==> src/rtl/nlt_pkg.sv <==
// Shared types and constants for the node liveness tracker.
// No dependencies; used by nlt_ctrl, nlt_dpath and node_liveness_tracker.
package nlt_pkg;

  localparam int AGE_W       = 8;
  localparam int ID_W        = 4;
  localparam int MAX_RESULTS = 16;
  localparam int CNT_W       = 5;

  localparam logic [AGE_W-1:0] AGE_RESET     = 8'd21;
  localparam logic [AGE_W-1:0] OFFLINE_RESET = 8'd10;
  localparam logic [AGE_W-1:0] CLOSED_RESET  = 8'd20;

  typedef logic [0:0] cfg_idx_t;
  localparam cfg_idx_t CFG_OFFLINE = 1'b0;
  localparam cfg_idx_t CFG_CLOSED  = 1'b1;

  typedef enum logic [1:0] {
    ST_RUNNING = 2'd0,
    ST_OFFLINE = 2'd1,
    ST_CLOSED  = 2'd2
  } node_st_t;

  typedef struct packed {
    node_st_t         st;
    logic [AGE_W-1:0] age;
  } node_rec_t;

  typedef enum logic [1:0] {
    S_IDLE  = 2'd0,
    S_SCAN  = 2'd1,
    S_FLUSH = 2'd2
  } fsm_t;

  typedef struct packed {
    logic start;
    logic issue;
    logic flush;
  } cmd_t;

  typedef struct packed {
    logic issue_done;
    logic s2_busy;
    logic pend_vld;
    logic out_free;
  } sts_t;

endpackage

==> src/rtl/nlt_ctrl.sv <==
// Sequencer for the node liveness tracker: accept, scan, flush of the final result.
// Depends on nlt_pkg.
module nlt_ctrl (
  input  logic          clk,
  input  logic          rst_n,
  input  logic          in_valid,
  output logic          in_ready,
  input  nlt_pkg::sts_t sts,
  output nlt_pkg::cmd_t cmd
);

  nlt_pkg::fsm_t state_r, state_nxt;

  always_ff @(posedge clk) begin
    if (!rst_n) begin
      state_r <= nlt_pkg::S_IDLE;
    end else begin
      state_r <= state_nxt;
    end
  end

  always_comb begin
    state_nxt = state_r;
    cmd       = '0;
    in_ready  = 1'b0;
    unique case (state_r)
      nlt_pkg::S_IDLE: begin
        in_ready = 1'b1;
        if (in_valid) begin
          cmd.start = 1'b1;
          state_nxt = nlt_pkg::S_SCAN;
        end
      end
      nlt_pkg::S_SCAN: begin
        cmd.issue = 1'b1;
        if (sts.issue_done && !sts.s2_busy) begin
          state_nxt = nlt_pkg::S_FLUSH;
        end
      end
      nlt_pkg::S_FLUSH: begin
        cmd.flush = 1'b1;
        if (!sts.pend_vld || sts.out_free) begin
          state_nxt = nlt_pkg::S_IDLE;
        end
      end
      default: begin
        state_nxt = nlt_pkg::S_IDLE;
      end
    endcase
  end

endmodule

==> src/rtl/nlt_dpath.sv <==
// Datapath: node table memory, age update pipeline, pending result and output register.
// Depends on nlt_pkg.
module nlt_dpath #(
  parameter int NODES = 16
) (
  input  logic                         clk,
  input  logic                         rst_n,
  input  nlt_pkg::cmd_t                cmd,
  output nlt_pkg::sts_t                sts,
  input  logic [nlt_pkg::ID_W-1:0]     in_id,
  input  logic                         cfg_we,
  input  nlt_pkg::cfg_idx_t            cfg_idx,
  input  logic [nlt_pkg::AGE_W-1:0]    cfg_val,
  output logic                         out_vld,
  input  logic                         out_rdy,
  output logic [nlt_pkg::ID_W-1:0]     out_idx,
  output logic                         out_st,
  output logic                         out_last
);

  localparam int IW = (NODES > 1) ? $clog2(NODES) : 1;
  localparam int CW = $clog2(NODES + 1);
  localparam int MW = (IW > nlt_pkg::ID_W) ? IW : nlt_pkg::ID_W;

  nlt_pkg::node_rec_t mem [NODES];
  nlt_pkg::node_rec_t rd_data_r;
  logic [NODES-1:0]   vld_r;

  logic [nlt_pkg::AGE_W-1:0] off_thr_r, cls_thr_r;
  logic [nlt_pkg::ID_W-1:0]  id_r;
  logic                      id_ok_r;
  logic [CW-1:0]             idx_r;
  logic [nlt_pkg::CNT_W-1:0] cnt_r;
  logic                      s2_vld_r;
  logic [IW-1:0]             s2_idx_r;
  logic                      pend_vld_r;
  logic [nlt_pkg::ID_W-1:0]  pend_idx_r;
  logic                      pend_st_r;
  logic                      out_vld_r, out_st_r, out_last_r;
  logic [nlt_pkg::ID_W-1:0]  out_idx_r;

  logic                      issue_done, out_free, rd_en, can_load;
  logic                      hit, closed, rec, stall, adv2, push_mid, push_fin;
  logic [MW-1:0]             s2_idx_ext;
  logic [nlt_pkg::AGE_W-1:0] cur_age, new_age;
  logic [nlt_pkg::AGE_W:0]   inc;
  nlt_pkg::node_st_t         cur_st, new_st;

  assign issue_done = (idx_r == CW'(NODES));
  assign out_free   = !out_vld_r || out_rdy;
  assign s2_idx_ext = MW'(s2_idx_r);

  always_comb begin
    hit = s2_vld_r && id_ok_r && (s2_idx_ext == MW'(id_r));
    if (hit) begin
      cur_age = '0;
      cur_st  = nlt_pkg::ST_RUNNING;
    end else if (vld_r[s2_idx_r]) begin
      cur_age = rd_data_r.age;
      cur_st  = rd_data_r.st;
    end else begin
      cur_age = nlt_pkg::AGE_RESET;
      cur_st  = nlt_pkg::ST_CLOSED;
    end
    inc    = {1'b0, cur_age} + 9'd1;
    closed = inc > {1'b0, cls_thr_r};
    if (closed) begin
      new_age = cur_age;
      new_st  = nlt_pkg::ST_CLOSED;
    end else begin
      new_age = inc[nlt_pkg::AGE_W-1:0];
      new_st  = (inc > {1'b0, off_thr_r}) ? nlt_pkg::ST_OFFLINE : cur_st;
    end
    rec      = !closed && (cnt_r < nlt_pkg::CNT_W'(nlt_pkg::MAX_RESULTS));
    stall    = rec && pend_vld_r && !out_free;
    adv2     = s2_vld_r && !stall;
    can_load = !s2_vld_r || adv2;
    rd_en    = cmd.issue && !issue_done && can_load;
    push_mid = adv2 && rec && pend_vld_r;
    push_fin = cmd.flush && pend_vld_r && out_free;
  end

  always_ff @(posedge clk) begin
    if (rd_en) begin
      rd_data_r <= mem[idx_r[IW-1:0]];
      s2_idx_r  <= idx_r[IW-1:0];
    end
    if (adv2) begin
      mem[s2_idx_r] <= '{st: new_st, age: new_age};
    end
    if (cmd.start) begin
      id_r    <= in_id;
      id_ok_r <= (32'(in_id) < NODES);
    end
    if (adv2 && rec) begin
      pend_idx_r <= s2_idx_ext[nlt_pkg::ID_W-1:0];
      pend_st_r  <= (new_st != nlt_pkg::ST_RUNNING);
    end
    if (push_mid || push_fin) begin
      out_idx_r  <= pend_idx_r;
      out_st_r   <= pend_st_r;
      out_last_r <= push_fin;
    end
  end

  always_ff @(posedge clk) begin
    if (!rst_n) begin
      vld_r      <= '0;
      off_thr_r  <= nlt_pkg::OFFLINE_RESET;
      cls_thr_r  <= nlt_pkg::CLOSED_RESET;
      idx_r      <= '0;
      cnt_r      <= '0;
      s2_vld_r   <= 1'b0;
      pend_vld_r <= 1'b0;
      out_vld_r  <= 1'b0;
    end else begin
      if (cfg_we) begin
        unique case (cfg_idx)
          nlt_pkg::CFG_OFFLINE: off_thr_r <= cfg_val;
          nlt_pkg::CFG_CLOSED:  cls_thr_r <= cfg_val;
          default: ;
        endcase
      end
      if (cmd.start) begin
        idx_r <= '0;
        cnt_r <= '0;
      end else if (rd_en) begin
        idx_r <= idx_r + CW'(1);
      end
      if (adv2 && rec) begin
        cnt_r <= cnt_r + nlt_pkg::CNT_W'(1);
      end
      if (rd_en) begin
        s2_vld_r <= 1'b1;
      end else if (adv2) begin
        s2_vld_r <= 1'b0;
      end
      if (adv2) begin
        vld_r[s2_idx_r] <= 1'b1;
      end
      if (adv2 && rec) begin
        pend_vld_r <= 1'b1;
      end else if (push_fin) begin
        pend_vld_r <= 1'b0;
      end
      if (push_mid || push_fin) begin
        out_vld_r <= 1'b1;
      end else if (out_rdy) begin
        out_vld_r <= 1'b0;
      end
    end
  end

  assign sts.issue_done = issue_done;
  assign sts.s2_busy    = s2_vld_r;
  assign sts.pend_vld   = pend_vld_r;
  assign sts.out_free   = out_free;

  assign out_vld  = out_vld_r;
  assign out_idx  = out_idx_r;
  assign out_st   = out_st_r;
  assign out_last = out_last_r;

endmodule

==> src/rtl/node_liveness_tracker.sv <==
// Top level of the node liveness tracker: ports, controller and datapath.
// Depends on nlt_pkg, nlt_ctrl and nlt_dpath.
//
// Usage: each transfer on the in_ stream names a node just heard from
// (tdata[3:0]). That node's age is cleared, then every node is aged in index
// order; nodes not yet closed are streamed out on out_ in index order with
// their state, and tlast marks the final one of the update (at most 16
// results; none when every node is closed).
// The cfg_ channel writes offline_threshold (index 0) and closed_threshold
// (index 1) and is always ready; the user must write it while the block is idle.
// The block does not enforce that rule. An item is done before in_tready
// rises again: NODES table reads at one per cycle while the scan does not stall
// (one read and one write port), the drain of the write-back stage, the exit
// from the scan and the flush of the final result. Output stalls add to this.
// The first result passes the read register and the pending slot before the
// output register; each result is held until the next listed node or the scan end.
// A result waits in the output register while out_tready is low; the scan
// stalls once the next listed node finds the pending slot full as well.
// Reset: all nodes read as closed with age 21, thresholds return to 10 and
// 20, no result is pending; no clearing pass is needed.
module node_liveness_tracker #(
  parameter int NODES = 16
) (
  input  logic       clk,
  input  logic       rst_n,
  input  logic       in_tvalid,
  output logic       in_tready,
  input  logic [7:0] in_tdata,    // [3:0] node_id
  output logic       out_tvalid,
  input  logic       out_tready,
  output logic [7:0] out_tdata,   // [3:0] node_index, [4] node_state
  output logic       out_tlast,
  input  logic       cfg_valid,
  output logic       cfg_ready,
  input  logic [0:0] cfg_index,
  input  logic [7:0] cfg_data
);

  nlt_pkg::cmd_t cmd;
  nlt_pkg::sts_t sts;
  logic [nlt_pkg::ID_W-1:0] res_idx;
  logic res_st;

  assign cfg_ready = 1'b1;

  nlt_ctrl u_ctrl (
    .clk      (clk),
    .rst_n    (rst_n),
    .in_valid (in_tvalid),
    .in_ready (in_tready),
    .sts      (sts),
    .cmd      (cmd)
  );

  nlt_dpath #(
    .NODES (NODES)
  ) u_dpath (
    .clk      (clk),
    .rst_n    (rst_n),
    .cmd      (cmd),
    .sts      (sts),
    .in_id    (in_tdata[nlt_pkg::ID_W-1:0]),
    .cfg_we   (cfg_valid),
    .cfg_idx  (cfg_index),
    .cfg_val  (cfg_data),
    .out_vld  (out_tvalid),
    .out_rdy  (out_tready),
    .out_idx  (res_idx),
    .out_st   (res_st),
    .out_last (out_tlast)
  );

  assign out_tdata = {3'b000, res_st, res_idx};

endmodule
==> config.mk <==
export PLATFORM = sky130hd
export DESIGN_NAME = node_liveness_tracker
export DESIGN_NICKNAME = d
export VERILOG_FILES = /design/src/rtl/nlt_pkg.sv /design/src/rtl/nlt_ctrl.sv /design/src/rtl/nlt_dpath.sv /design/src/rtl/node_liveness_tracker.sv
export SDC_FILE = /design/constraint.sdc
export NUM_CORES = 1
export LEC_CHECK = 0
export ABC_CLOCK_PERIOD_IN_PS = 10500
export BUFFER_PORTS_ARGS = -buffer_cell sky130_fd_sc_hd__buf_2
export CAP_MARGIN = 20
export CORE_MARGIN = 2
export CORE_UTILIZATION = 41
export CTS_BUF_LIST = sky130_fd_sc_hd__clkbuf_4 sky130_fd_sc_hd__clkbuf_8 sky130_fd_sc_hd__clkbuf_16
export CTS_CLUSTER_DIAMETER = 50
export DETAILED_ROUTE_END_ITERATION = 16
export PLACE_DENSITY = 0.59
export SLEW_MARGIN = 20
export SYNTH_ARGS = -nofsm -noshare
export SYNTH_HDL_FRONTEND = slang
export SYNTH_SLANG_ARGS = --single-unit
==> constraint.sdc <==
create_clock -name clk -period 10.5 [get_ports clk]
set_input_delay 1.05 -clock clk [delete_from_list [all_inputs] [get_ports clk]]
set_output_delay 1.05 -clock clk [all_outputs]
set_load 0.005 [all_outputs]
==> After elaboration in Yosys (flattened, before gate mapping) <==
Memory sizes are Yosys's and may differ from the RTL's. A register that Yosys moved wholly into a read port is not among the register bits.
Index checks and enable logic that the tools add are counted.
{ "totals": {"regBits": 66, "ramBits": 160, "inputBits": 22, "output_inout_bits": 12, "wordCells": 99, "mem_count": 1} }
{ "mem_list": {"columns": ["name", "words", "width", "rd", "rd_clocked_by_memory_dff", "write_ports", "line_no", "source"], "rows": [
  ["u_dpath.mem", 16, 10, 1, 1, 1, "nlt_dpath.sv:25", "nlt_pkg::node_rec_t mem [NODES];"]
]} }
{ "classes": {"addsub": 3, "magnitude_cmp": 5, "eq_ne": 7, "muxes": 30, "n_bitwise": 3, "reduce_logical": 34} }
{ "op_table": {"columns": ["cell", "n"], "rows": [
  ["2-to-1 mux 8 bit", 3],
  ["> comparator 9 x 8 -> 1 bit", 2],
  ["bitwise OR 16 bit", 1],
  ["2-to-1 mux 1 bit", 15],
  ["2-to-1 mux 2 bit", 7],
  ["logical AND 1 bit", 13],
  ["adder 5 x 1 -> 5 bit (second input constant)", 2],
  ["2-to-1 mux 5 bit", 2],
  ["nonzero test 2 bit", 5],
  ["adder 8 x 1 -> 9 bit (second input constant)", 1],
  ["logical NOT 1 bit", 7],
  ["case mux 2 bit (3 select lines)", 1],
  ["equality test 5 bit (second input constant)", 1],
  ["< comparator 4 x 5 -> 1 bit (second input constant)", 1],
  ["< comparator 5 bit (second input constant)", 1],
  ["binary-select mux 1 bit (select 4 bit)", 1],
  ["demux 1 bit (select 4 bit)", 1],
  ["equality test 4 bit", 1],
  ["greater-or-equal comparator 4 x 1 -> 1 bit (second input constant)", 1],
  ["logical OR 1 bit", 4],
  ["inequality test 2 x 1 -> 1 bit (second input constant)", 2],
  ["AND reduction 2 bit", 2],
  ["AND reduction 3 bit", 1],
  ["equality test 2 x 1 -> 1 bit (second input constant)", 1],
  ["5 further kinds", 6]
]} }

==> Logic depth before layout (Yosys ltp) <==
Gate-level depths: netlist (run 1).
{ "depth": {"word_depth": 16, "depth_mapped": 22, "mapped_depth_nobuf": 19} }

==> Hierarchy <==
From an unflattened synthesis (run 1), not the netlist that was laid out.
{ "unflattened": {"hier_cells": 616, "area_unflattened_um2": 9929.5} }
{ "by_module_without_submodules": {"columns": ["module", "instances", "cells_per_inst", "area_per_inst_um2", "seq_area_each_um2"], "rows": [
  ["nlt_dpath", 1, 597, 9759.4, 6576.3],
  ["nlt_ctrl", 1, 12, 125.1, 40.0],
  ["node_liveness_tracker", 1, 7, 45.0, 0.0]
]} }

==> Worst setup path after synthesis (run 1) <==
OpenSTA, ideal clock, no wires.
{ "synth_timing": {"kind": "flip-flop to flip-flop", "start": "register u_dpath.s2_idx_r[0], in the netlist u_dpath.s2_idx_ext[0]", "end": "memory u_dpath.mem[0][0] (netlist name), enable pin", "setup_ns": 0.407, "arrival_time_ns": 5.034, "required_ns": 10.093, "path_slack_ns": 5.059, "path_stages_with_launch": 20, "path_buffers": 2, "period_less_slack_ns": 5.441, "path_cell_list": "edfxtp_1 > buf_4 > mux4_2 > mux2i_1 > mux2_4 > nand2b_1 > clkbuf_1 > inv_1 > and2_1 > ha_1 > nand3_1 > xnor2_1 > o21a_1 > ha_1 > o211ai_1 > a21oi_1 > o221ai_1 > a221oi_2 > nor4_4 > nor4_1"} }
{ "synth_between": {"elab_chain_cells": 14, "word_cells_on_any_way": 16, "classes_between": "add/sub (1); order compare (1); eq/ne (1); mux (6); reduce/logical (7)"} }
{ "synth_rtl": {"columns": ["item", "line_no", "source"], "rows": [
  ["start, declared", "nlt_dpath.sv:35", "logic [IW-1:0] s2_idx_r;"],
  ["start signal, assigned", "nlt_dpath.sv:86", "s2_idx_r <= idx_r[IW-1:0];"],
  ["binary-select mux 1 bit (select 4 bit)", "nlt_dpath.sv:58", "end else if (vld_r[s2_idx_r]) begin"],
  ["2-to-1 mux 1 bit (not written as such)", "nlt_dpath.sv:58", null],
  ["2-to-1 mux 8 bit", "nlt_dpath.sv:58", null],
  ["2-to-1 mux 8 bit", "nlt_dpath.sv:55", "if (hit) begin"],
  ["adder 8 x 1 -> 9 bit", "nlt_dpath.sv:65", "inc = {1'b0, cur_age} + 9'd1;"],
  ["> comparator 9 x 8 -> 1 bit", "nlt_dpath.sv:66", "closed = inc > {1'b0, cls_thr_r};"],
  ["logical NOT 1 bit", "nlt_dpath.sv:74", "rec = !closed && (cnt_r < nlt_pkg::CNT_W'(nlt_pkg::MAX_RESULTS));"],
  ["logical AND 1 bit", "nlt_dpath.sv:74", null],
  ["logical AND 1 bit (2 in a row)", "nlt_dpath.sv:75", "stall = rec && pend_vld_r && !out_free;"],
  ["logical NOT 1 bit", "nlt_dpath.sv:76", "adv2 = s2_vld_r && !stall;"],
  ["logical AND 1 bit", "nlt_dpath.sv:76", null],
  ["2-to-1 mux 1 bit", "nlt_dpath.sv:88", "if (adv2) begin"],
  ["2-to-1 mux 1 bit (not written as such)", "nlt_dpath.sv:89", "mem[s2_idx_r] <= '{st: new_st, age: new_age};"],
  ["end, declared", "nlt_dpath.sv:25", null]
]} }
Several ways; a longest one is shown, not always the timed one. The select of a mux whose other input is x is not followed.

==> Worst setup path in the final report (run 1) <==
{ "layout_timing": {"start": "register u_dpath.s2_idx_r[0], in the netlist u_dpath.s2_idx_ext[0]", "end": "memory u_dpath.mem[7][2] (netlist name), enable pin"} }
Same word-level chain as after synthesis.

==> flow_summary.yaml, run 1 <==
timing:
  setup_violations: 0
  fmax_mhz: 160.4
  fin_crit_sh: 0.5938
  slew-limit-headroom: 0.2788
  hold_violations: 0
  layout_min_cycle_time_ps: 6235
  worst_slew_pin_slew_ps: 1074
  rsz0062_at_grt: "no"
  maxSlewViolCount: 0
  fin_skew_ps: 20.35
  setup_tns_ps: 0
synth:
  ys_top_cells_by_area: "edfxtp_1, mux4_2, dfxtp_1, ha_1, o21a_1"
  yosysMostFrequentCell: "edfxtp_1"
  seq_area_frac_synth: 0.6768
  synth-edff-count: 189
  synth_cell_types: 48
  async_reset_ff_frac: 0
  synth_top_flop_cell: "edfxtp_1"
  netlist_area_um2: 9776
  synth_common_cells: "edfxtp_1, mux4_2, dfxtp_1"
  synth_warnings: 0
  postSynthAreaPerCell_um2: 16.24
  synth_largest_area_cell: "edfxtp_1"
  syn_inst: 602
  ys_ff_latch: 236
  post-synth-top-area-fraction: 0.5806
global_route:
  gr-usage-all-layers: 0.1696
  grt_pass1_vias: 5532
  antenna_found_initial: 0
  grt_start_max_net_pins: 46
  grt_first_pass_wirelength_um: 31590
  grt-ovfl-total: 0
final_layout:
  drive_above_1_share: 0.2515
  fin_cells: 987
  utilization: 0.4853
  fin_nets: 688
  antenna_cells: 0
  fill_cells: 1953
  areaGrowthSynthToFinish_pct: 16.54
  final_cell_area_um2: 11390
drt:
  wl_um: 20490
  drtAntennaViolNets: 0
  vias_per_cell: 5.313
  top_layer: "met4"
  drtPass1Iterations: 5
  dr_wl_met2_um: 10800
  routedWlPerCell_um: 20.76
  vias: 5244
  routedLengthMet1_um: 8676
  first_iter_violations: 381
  wl_met3_um: 586
  route.detailed.drc: 0
die:
  start_util: 0.4165
  io_pins: 34
  core_um2: 23470
  die_height_um: 158.4
  fp-row-count: 56
  die_w_um: 158.4
  die-area_um2: 25090
clock_tree:
  cts_buffers: 29
  htree_levels: 1
  cts.sinks: 236
  clk_pin_slew_ps: 60
  tritoncts: "built"
  cts_hold_buf: 0
  clock_latency_ps: 540
  post_cts_resized: 0
  clock_path_buffers: 3
  post_cts_buffers: 0
  cts_root_buf: "clkbuf_16"
pwr:
  powerDensity_nw_per_um2: 195.8
  p_switching_uw: 486.5
  p_seq_frac: 0.477
  switching_share: 0.2181
  p_leak_uw: 0.003744
  pwr-share-comb: 0.064
  p_total_uw: 2230
  p_int_uw: 1744
  clkPwrFrac: 0.459
  max-vdd-ir-drop_mv: 0.1195
status:
  status: "finished clean"
placed_design:
  dp_hpwl_um: 12810
  placedCellCount: 934
  gp_congestion: 0.8242
  place_area_um2: 10360
  portBuffers: 25
worst_setup_path:
  cp_data_arrival_time_ps: 6470
  cp-start-kind: "flip-flop"
  worstPathCellList: "mux4_2, mux2i_1, mux2_4, nand2b_1, inv_1, and2_1, ha_1, nand3_1, xnor2_1, o21a_1, ha_1, o211ai_1, a21oi_1, o221ai_1, a221oi_2, nor4_4, buf_4, nor3_2, buf_4"
  cp.required_ps: 10730
  end_kind: "flip-flop"
  crit_type: "reg2reg"
  crit_fanout: 16
  critPathSlowestCell: "a221oi_2"
  critPathMaxStageDelay_ps: 790
min_path:
  hp-class: "reg2reg"
job:
  cap_viol_max_count: 0
critical path, delay by kind of cell, from the launching register on:
kind            cells  cell delay (ps)
simple gates        5             1500
compound gates      5             1380
xor+xnor            1              100
flops               1              650
buf+inv             3              670
fa+ha+maj           2              570
mux                 3             1040
cell families after synthesis:
logic type / synth area share
mux: 0.1302
flops: 0.6768
fa+ha+maj: 0.02560
buf+inv: 0.02368
other cells: 0.0007682
xor+xnor: 0.01613
compound gates: 0.05056
simple gates: 0.07629
cell usage in the layout (no fill, tap or decap), drive strengths merged, types with 7 or more instances in the layout:
| cell | n |
|---|---|
| a21boi | 18 |
| buf | 43 |
| clkbuf | 37 |
| dfxtp | 47 |
| edfxtp | 189 |
| ha | 20 |
| inv | 27 |
| mux4 | 54 |
| nand2 | 45 |
| nand3 | 13 |
| nor2 | 22 |
| nor3 | 17 |
| nor4 | 7 |
| o21a | 24 |
| o21ai | 10 |
| xnor2 | 10 |
| xor2 | 8 |
power groups by stage:
stage                     sequential [µW]  clock, µW  combinational, µW
after floorplan                      1070          0                108
after global placement               1080          0                138
after detailed placement             1080          0                144
after CTS                            1060       1050                145
after global routing                 1070       1090                159
final                                1060       1020                143
worst paths after layout:
| kind | from | end | slack (ps) | cells after the start |
|---|---|---|---|---|
| setup / recovery | u_dpath.s2_idx_ext[0]$_DFFE_PP_ | u_dpath.mem[7][2]$_DFFE_PP_ | 4270 | 19 |
| hold / removal | u_dpath.pend_st_r$_DFFE_PP_ | u_dpath.out_st$_DFFE_PP_ | 420 | 0 |
| setup reg to reg | u_dpath.s2_idx_ext[0]$_DFFE_PP_ | u_dpath.mem[7][2]$_DFFE_PP_ | 4270 | 19 |
| hold reg to reg | u_dpath.pend_st_r$_DFFE_PP_ | u_dpath.out_st$_DFFE_PP_ | 420 | 0 |
stage by stage:
stage	hold WS [ps]	setup WS, ps
floorplan	400.3	5059
global placement	409.0	3979
detailed placement	404.5	4295
CTS	417.5	4248
global route	425.0	3885
finish	416.0	4265
cell type report:
| type | count | area [µm²] | share of cell area |
|---|---|---|---|
| clock inverter | 16 | 219.0 | 0.01922 |
| inverter | 22 | 82.58 | 0.007249 |
| multi-input combinational | 314 | 3020 | 0.2651 |
| tap | 319 | 399.1 | 0.03504 |
| clock buffer | 37 | 792.0 | 0.06952 |
| timing repair buffer | 43 | 260.3 | 0.02284 |
| sequential | 236 | 6619 | 0.5810 |
state kept, by name, summed over array words and instances (netlist names):
signal and flops:
u_dpath.pend_idx_r 4, u_ctrl.state_r 2, u_dpath.out_vld 1, u_dpath.out_idx 4, u_dpath.rd_data_r 10, u_dpath.id_r 4, u_dpath.out_last 1, u_dpath.mem 160
u_dpath.out_st 1, u_dpath.cnt_r 5, u_dpath.s2_vld_r 1, u_dpath.idx_r 5, u_dpath.off_thr_r 8, u_dpath.pend_st_r 1, u_dpath.vld_r 16, u_dpath.pend_vld_r 1
u_dpath.cls_thr_r 8, u_dpath.s2_idx_ext 4
per-layer routing:
metal	GRT usage	vias to the layer above
met2	0.3130	97
met3	0.02205	26
li1	-	2424
met1	0.2119	2697
met5	0	-
met4	0.04076	0
Power figures use the tool's default switching activity.
==> inputs of run 2 (changes only) <==
ABC_CLOCK_PERIOD_IN_PS = 5860   (was 10500)
clock period = 5.86 ns   (was 10.5 ns; I/O delays follow)
==> run 2 against run 1 <==
Net effect: clock power is 70% higher; setup slack worse by 3800 ps; critical path depth stayed put; power is 75% higher; largest power group unchanged; die area stayed put; clock skew is 0.71 ps higher.
==> flow_summary.yaml, run 2 (synthesis results as in run 1) <==
global_route:
  top_usage_layer: "met2"
  grt_start_max_net_pins: 46
  use_met1: 0.2300
  antenna_found_initial: 0
  grt_pass1_vias: 5660
  grt_use_met3: 0.02667
  gr-usage-all-layers: 0.1733
  grt-ovfl-total: 0
  met2_usage: 0.2930
  grt_first_pass_wirelength_um: 32360
clock_tree:
  cts_buffers: 27
  clk_pin_slew_ps: 60
  clock_path_buffers: 3
  post_cts_buffers: 0
  clock_latency_ps: 540
  tritoncts: "built"
  htree_levels: 1
  post_cts_resized: 0
  cts_root_buf: "clkbuf_16"
  cts_hold_buf: 0
  cts.sinks: 236
placed_design:
  dpl_worst_slack_ps: 310.8
  portBuffers: 25
  dp_hpwl_um: 12870
  gp_congestion: 0.8228
timing:
  fin_crit_sh: 0.9266
  rsz0062_at_grt: "no"
  fin_skew_ps: 21.06
  maxSlewViolCount: 0
  setup_violations: 0
  holdWs_ps: 222.5
  fmax_mhz: 184.2
  setup_tns_ps: 0
  slew-limit-headroom: 0.4249
  fin_ws_ps: 430.3
  layout_min_cycle_time_ps: 5430
  worst_slew_pin_slew_ps: 856.3
  hold_violations: 0
die:
  die_height_um: 158.4
  die_w_um: 158.4
  io_pins: 34
  fp-row-count: 56
  die-area_um2: 25090
  start_util: 0.4165
  core_um2: 23470
status:
  status: "finished clean"
drt:
  route.detailed.drc: 0
  routedWlPerCell_um: 20.86
  drtPass1Iterations: 5
  first_iter_violations: 388
  wl_um: 20740
  vias: 5397
  drtAntennaViolNets: 0
  vias_per_cell: 5.430
min_path:
  min-delay-start: "in_tdata[1]"
  hp-class: "in2reg"
pwr:
  pwr-share-comb: 0.066
  p_switching_uw: 860.8
  p_leak_uw: 0.003767
  p_int_uw: 3037
  switching_share: 0.2208
  powerDensity_nw_per_um2: 343.1
  p_seq_frac: 0.490
  max-vdd-ir-drop_mv: 0.2951
  clkPwrFrac: 0.444
  p_total_uw: 3898
final_layout:
  antenna_cells: 0
  fin_nets: 697
  multi_input_area_um2: 2985
  ff_latch_area_um2: 6619
  largest_register: "u_dpath.mem"
  drive_above_1_share: 0.2578
  final_common_cell: "edfxtp_1"
  fill_cells: 1981
  areaGrowthSynthToFinish_pct: 16.23
  reg_top3: "u_dpath.mem x160, u_dpath.vld_r x16, u_dpath.rd_data_r x10"
  largest_reg_flops: 160
  layout_common_cells: "edfxtp_1, mux4_2, nand2_1, dfxtp_1, buf_4"
worst_setup_path:
  crit_type: "reg2reg"
  cp-start-kind: "flip-flop"
  r2r_start: "u_dpath.s2_idx_ext[0]$_DFFE_PP_"
  end_kind: "flip-flop"
  cp_data_arrival_time_ps: 5670
  startpoint: "u_dpath.s2_idx_ext[0]$_DFFE_PP_"
  cp.required_ps: 6100
  crit_fanout: 16
job:
  cap_viol_max_count: 0
==> run 2: cell types whose count changed in the layout (fill, tap and decap cells not counted), moves of 3 or more <==
cell / before / now
buf_4: 18 / 29
clkbuf_4: 7 / 4
clkinv_2: 2 / 6
nor4_2: 0 / 4
nor4_4: 5 / 1
==> run 2: layout make-up <==
class                           instances  share of cell area
Inverter                               22            0.007268
Tap cell                              319             0.03513
Multi-Input combinational cell        314              0.2627
Clock buffer                           31             0.06211
Sequential cell                       236              0.5825
Timing Repair Buffer                   54             0.03017
Clock inverter                         18             0.02004
==> run 2: power groups by stage <==
| stage | logic, µW | clock network [µW] | registers (µW) |
|---|---|---|---|
| 2_1_floorplan | 193 | 0 | 1920 |
| 3_3_place_gp | 247 | 0 | 1940 |
| 3_5_place_dp | 259 | 0 | 1950 |
| 4_1_cts | 259 | 1760 | 1910 |
| 5_1_grt | 285 | 1830 | 1920 |
| 6_report | 259 | 1730 | 1910 |
==> run 2: path summary, 6_finish.rpt <==
check,end,slack (ps),cells after the start
worst max register to register,u_dpath.mem[15][1]$_DFFE_PP_,430,19
worst min register to register,u_dpath.out_st$_DFFE_PP_,420,0
worst max-delay path,u_dpath.mem[15][1]$_DFFE_PP_,430,19
worst min-delay path,u_dpath.id_r[1]$_DFFE_PP_,220,1
==> run 2: layer usage <==
layer	vias up	routed length, µm
li1	2431	-
met1	2767	8980
met2	156	10050
met3	43	989
met4	0	720
met5	-	0
==> run 2: critical path: stages (launching register included) <==
cell,delay [ps]
edfxtp_1,630
mux4_2,560
mux2i_1,170
mux2_4,240
nand2b_1,130
inv_1,80
and2_1,170
ha_1,240
nand3_1,170
xnor2_1,90
o21a_1,220
ha_1,320
o211ai_1,110
a21oi_1,170
o221ai_1,160
a221oi_2,620
buf_4,260
nor4_4,100
nor3_1,360
buf_4,310
==> run 2: through the flow <==
stage / utilization / std cells / cell area [µm²]
after floorplan: - / 604 / 9783
after global placement: 0.4432 / 945 / 10400
after detailed placement: 0.4432 / 945 / 10400
after CTS: 0.4830 / 994 / 11340
after global routing: 0.4841 / 994 / 11360
final: 0.4841 / 994 / 11360
==> inputs of run 3 (changes only) <==
ABC_CLOCK_PERIOD_IN_PS = 5000   (was 5860)
BUFFER_PORTS_ARGS = unset   (was -buffer_cell sky130_fd_sc_hd__buf_2)
DONT_BUFFER_PORTS = 1   (was unset)
PLACE_DENSITY = 0.57   (was 0.59)
clock period = 5 ns   (was 5.86 ns; I/O delays follow)
==> run 3 against run 2 <==
Net effect: sequential share of layout area is 0.47 points lower; fmax rose by 13%; clock skew shrank 8.6 ps; largest cell class unchanged; largest power group unchanged.
==> flow_summary.yaml, run 3 (synthesis results as in run 1) <==
pwr:
  p_int_uw: 3487
  p_switching_uw: 958.8
  pwr-share-comb: 0.071
  max-vdd-ir-drop_mv: 0.3034
  clkPwrFrac: 0.426
  switching_share: 0.2157
  powerDensity_nw_per_um2: 388.0
  p_leak_uw: 0.003729
  p_seq_frac: 0.502
clock_tree:
  clock_latency_ps: 530
  clk_pin_slew_ps: 60
  cts_root_buf: "clkbuf_16"
  cts.sinks: 236
  clock_path_buffers: 3
  htree_levels: 1
  tritoncts: "built"
  cts_buffers: 26
final_layout:
  fill_cells: 1960
  utilization: 0.4881
  fin_nets: 686
  antenna_cells: 0
  fin_cells: 982
  largest_register: "u_dpath.mem"
  largest_reg_flops: 160
  layout_common_cells: "edfxtp_1, mux4_2, nand2_1"
  areaGrowthSynthToFinish_pct: 17.20
  drive_above_1_share: 0.2640
  final_common_cell: "edfxtp_1"
  reg_top3: "u_dpath.mem x160, u_dpath.vld_r x16, u_dpath.rd_data_r x10"
global_route:
  met2_usage: 0.2896
  grt_pass1_vias: 5441
  top_usage_layer: "met2"
  grt_first_pass_wirelength_um: 31750
  antenna_found_initial: 0
  grt_use_met3: 0.03647
  use_met1: 0.2247
  gr-usage-all-layers: 0.1710
  grt_start_max_net_pins: 46
  grt-ovfl-total: 0
die:
  io_pins: 34
  fp-row-count: 56
  die-area_um2: 25090
  start_util: 0.4165
  die_height_um: 158.4
  core_um2: 23470
  die_w_um: 158.4
worst_setup_path:
  path_buf_inv: 5
  critPathMaxStageDelay_ps: 560
  cp-start-kind: "flip-flop"
  end_kind: "flip-flop"
  r2r_cells: 21
  r2r_setup_slack_ps: 200
  crit_top_cell: "buf_4"
  cp_data_arrival_time_ps: 5040
  cp.required_ps: 5240
  crit_fanout: 16
  critPathSlowestCell: "mux4_2"
  worstPathCellList: "mux4_2, mux2i_1, mux2_4, nand2b_1, inv_1, and2_1, ha_2, nand3_2, xnor2_1, o21a_2, ha_4, o211ai_1, a21oi_1, o221ai_1, a221oi_2, buf_4, nor4_4, buf_12, nor4_4, buf_4, buf_4"
  crit_type: "reg2reg"
  cpLargestDelayFamily: "compound AO/OA/AOI/OAI gates"
  r2r_start: "u_dpath.s2_idx_ext[0]$_DFFE_PP_"
  r2r-end: "u_dpath.mem[3][7]$_DFFE_PP_"
timing:
  setup_violations: 0
  maxSlewViolCount: 0
  fin_crit_sh: 0.9606
  fin_skew_ps: 12.47
  worst_slew_pin_slew_ps: 911.3
  fmax_mhz: 208.2
  slew-limit-headroom: 0.3917
  rsz0062_at_grt: "no"
  hold_violations: 0
  layout_min_cycle_time_ps: 4803
  fin_ws_ps: 197.2
placed_design:
  dp_hpwl_um: 12980
  gp_congestion: 0.8295
  placedCellCount: 931
  dpl_worst_slack_ps: -264.8
  portBuffers: 0
drt:
  routedWlPerCell_um: 20.95
  first_iter_violations: 448
  vias: 5232
  vias_per_cell: 5.328
  route.detailed.drc: 0
  drtPass1Iterations: 4
  drtAntennaViolNets: 0
  wl_um: 20580
min_path:
  min_path_cells: 1
  min-delay-start: "rst_n"
  hold_end: "u_dpath.off_thr_r[3]$_SDFFE_PN1P_"
  hp-class: "in2reg"
job:
  cap_viol_max_count: 0
status:
  status: "finished clean"
-- run 3: power by group through the flow --
| stage | combinational (µW) | clock (µW) | sequential (µW) |
|---|---|---|---|
| global placement | 301 | 0 | 2270 |
| finish | 318 | 1890 | 2230 |
| CTS | 317 | 1940 | 2230 |
| floorplan | 228 | 0 | 2250 |
| detailed placement | 313 | 0 | 2270 |
| global route | 350 | 2020 | 2240 |
-- run 3: final cells by class --
cell class | count | area [µm²] | share of cell area
clock buffers | 32 | 701.9 | 0.06126
repair buffers | 44 | 404.1 | 0.03527
well taps | 319 | 399.1 | 0.03484
multi-input cells | 314 | 3087 | 0.2694
clock inverters | 15 | 162.7 | 0.01420
inverters | 22 | 82.58 | 0.007208
flip-flops and latches | 236 | 6620 | 0.5778
-- run 3: worst reg2reg max path, cell delays in order, from the launching register on --
cell and delay (ps):
edfxtp_1 550, mux4_2 560, mux2i_1 180, mux2_4 200, nand2b_1 130, inv_1 80, and2_1 180, ha_2 210
nand3_2 90, xnor2_1 70, o21a_2 240, ha_4 280, o211ai_1 80, a21oi_1 130, o221ai_1 160, a221oi_2 340
buf_4 200, nor4_4 60, buf_12 180, nor4_4 240, buf_4 180, buf_4 160
-- run 3: worst max-delay path by stage --
| stage | end | slack [ps] | depth (start not counted) | start |
|---|---|---|---|---|
| global placement | u_dpath.mem[3][3]$_DFFE_PP_ | -190 | 18 | u_dpath.s2_idx_ext[0]$_DFFE_PP_ |
| finish | u_dpath.mem[3][7]$_DFFE_PP_ | 200 | 21 | u_dpath.s2_idx_ext[0]$_DFFE_PP_ |
| global route | u_dpath.mem[3][7]$_DFFE_PP_ | 30 | 21 | u_dpath.s2_idx_ext[0]$_DFFE_PP_ |
| detailed placement | u_dpath.vld_r[5]$_SDFFE_PN0N_ | -260 | 19 | u_dpath.s2_idx_ext[0]$_DFFE_PP_ |
| floorplan | u_dpath.mem[11][0]$_DFFE_PP_ | -310 | 20 | u_dpath.s2_idx_ext[0]$_DFFE_PP_ |
| CTS | u_dpath.mem[1][1]$_DFFE_PP_ | 50 | 20 | u_dpath.s2_idx_ext[0]$_DFFE_PP_ |
-- run 3: metrics by stage --
step | setup TNS (ps) | hold slack [ps] | instance area [µm²] | total power, µW
2_1_floorplan | -36380 | 400.3 | 9808 | 2481
3_3_place_gp | -28040 | 405.8 | 10470 | 2574
3_5_place_dp | -45720 | 404.5 | 10470 | 2587
4_1_cts | 0 | 47.10 | 11370 | 4486
5_1_grt | 0 | 43.08 | 11460 | 4612
6_report | 0 | 65.17 | 11460 | 4446
-- run 3: per-layer routing --
layer  vias to the layer above  part of all wire
li1                       2406                 -
met1                      2679              0.43
met2                       119              0.50
met3                        28             0.051
met4                         0             0.022
met5                         -                 0
-- run 3: what timing repair did --
action / in CTS / in global routing
gates resized for setup: 5 / 13
hold buffers: 0 / 0
pin swaps: 1 / 2
cloned: 0 / 1
setup endpoints to repair: 256 / 227
buffers inserted: 1 / 2
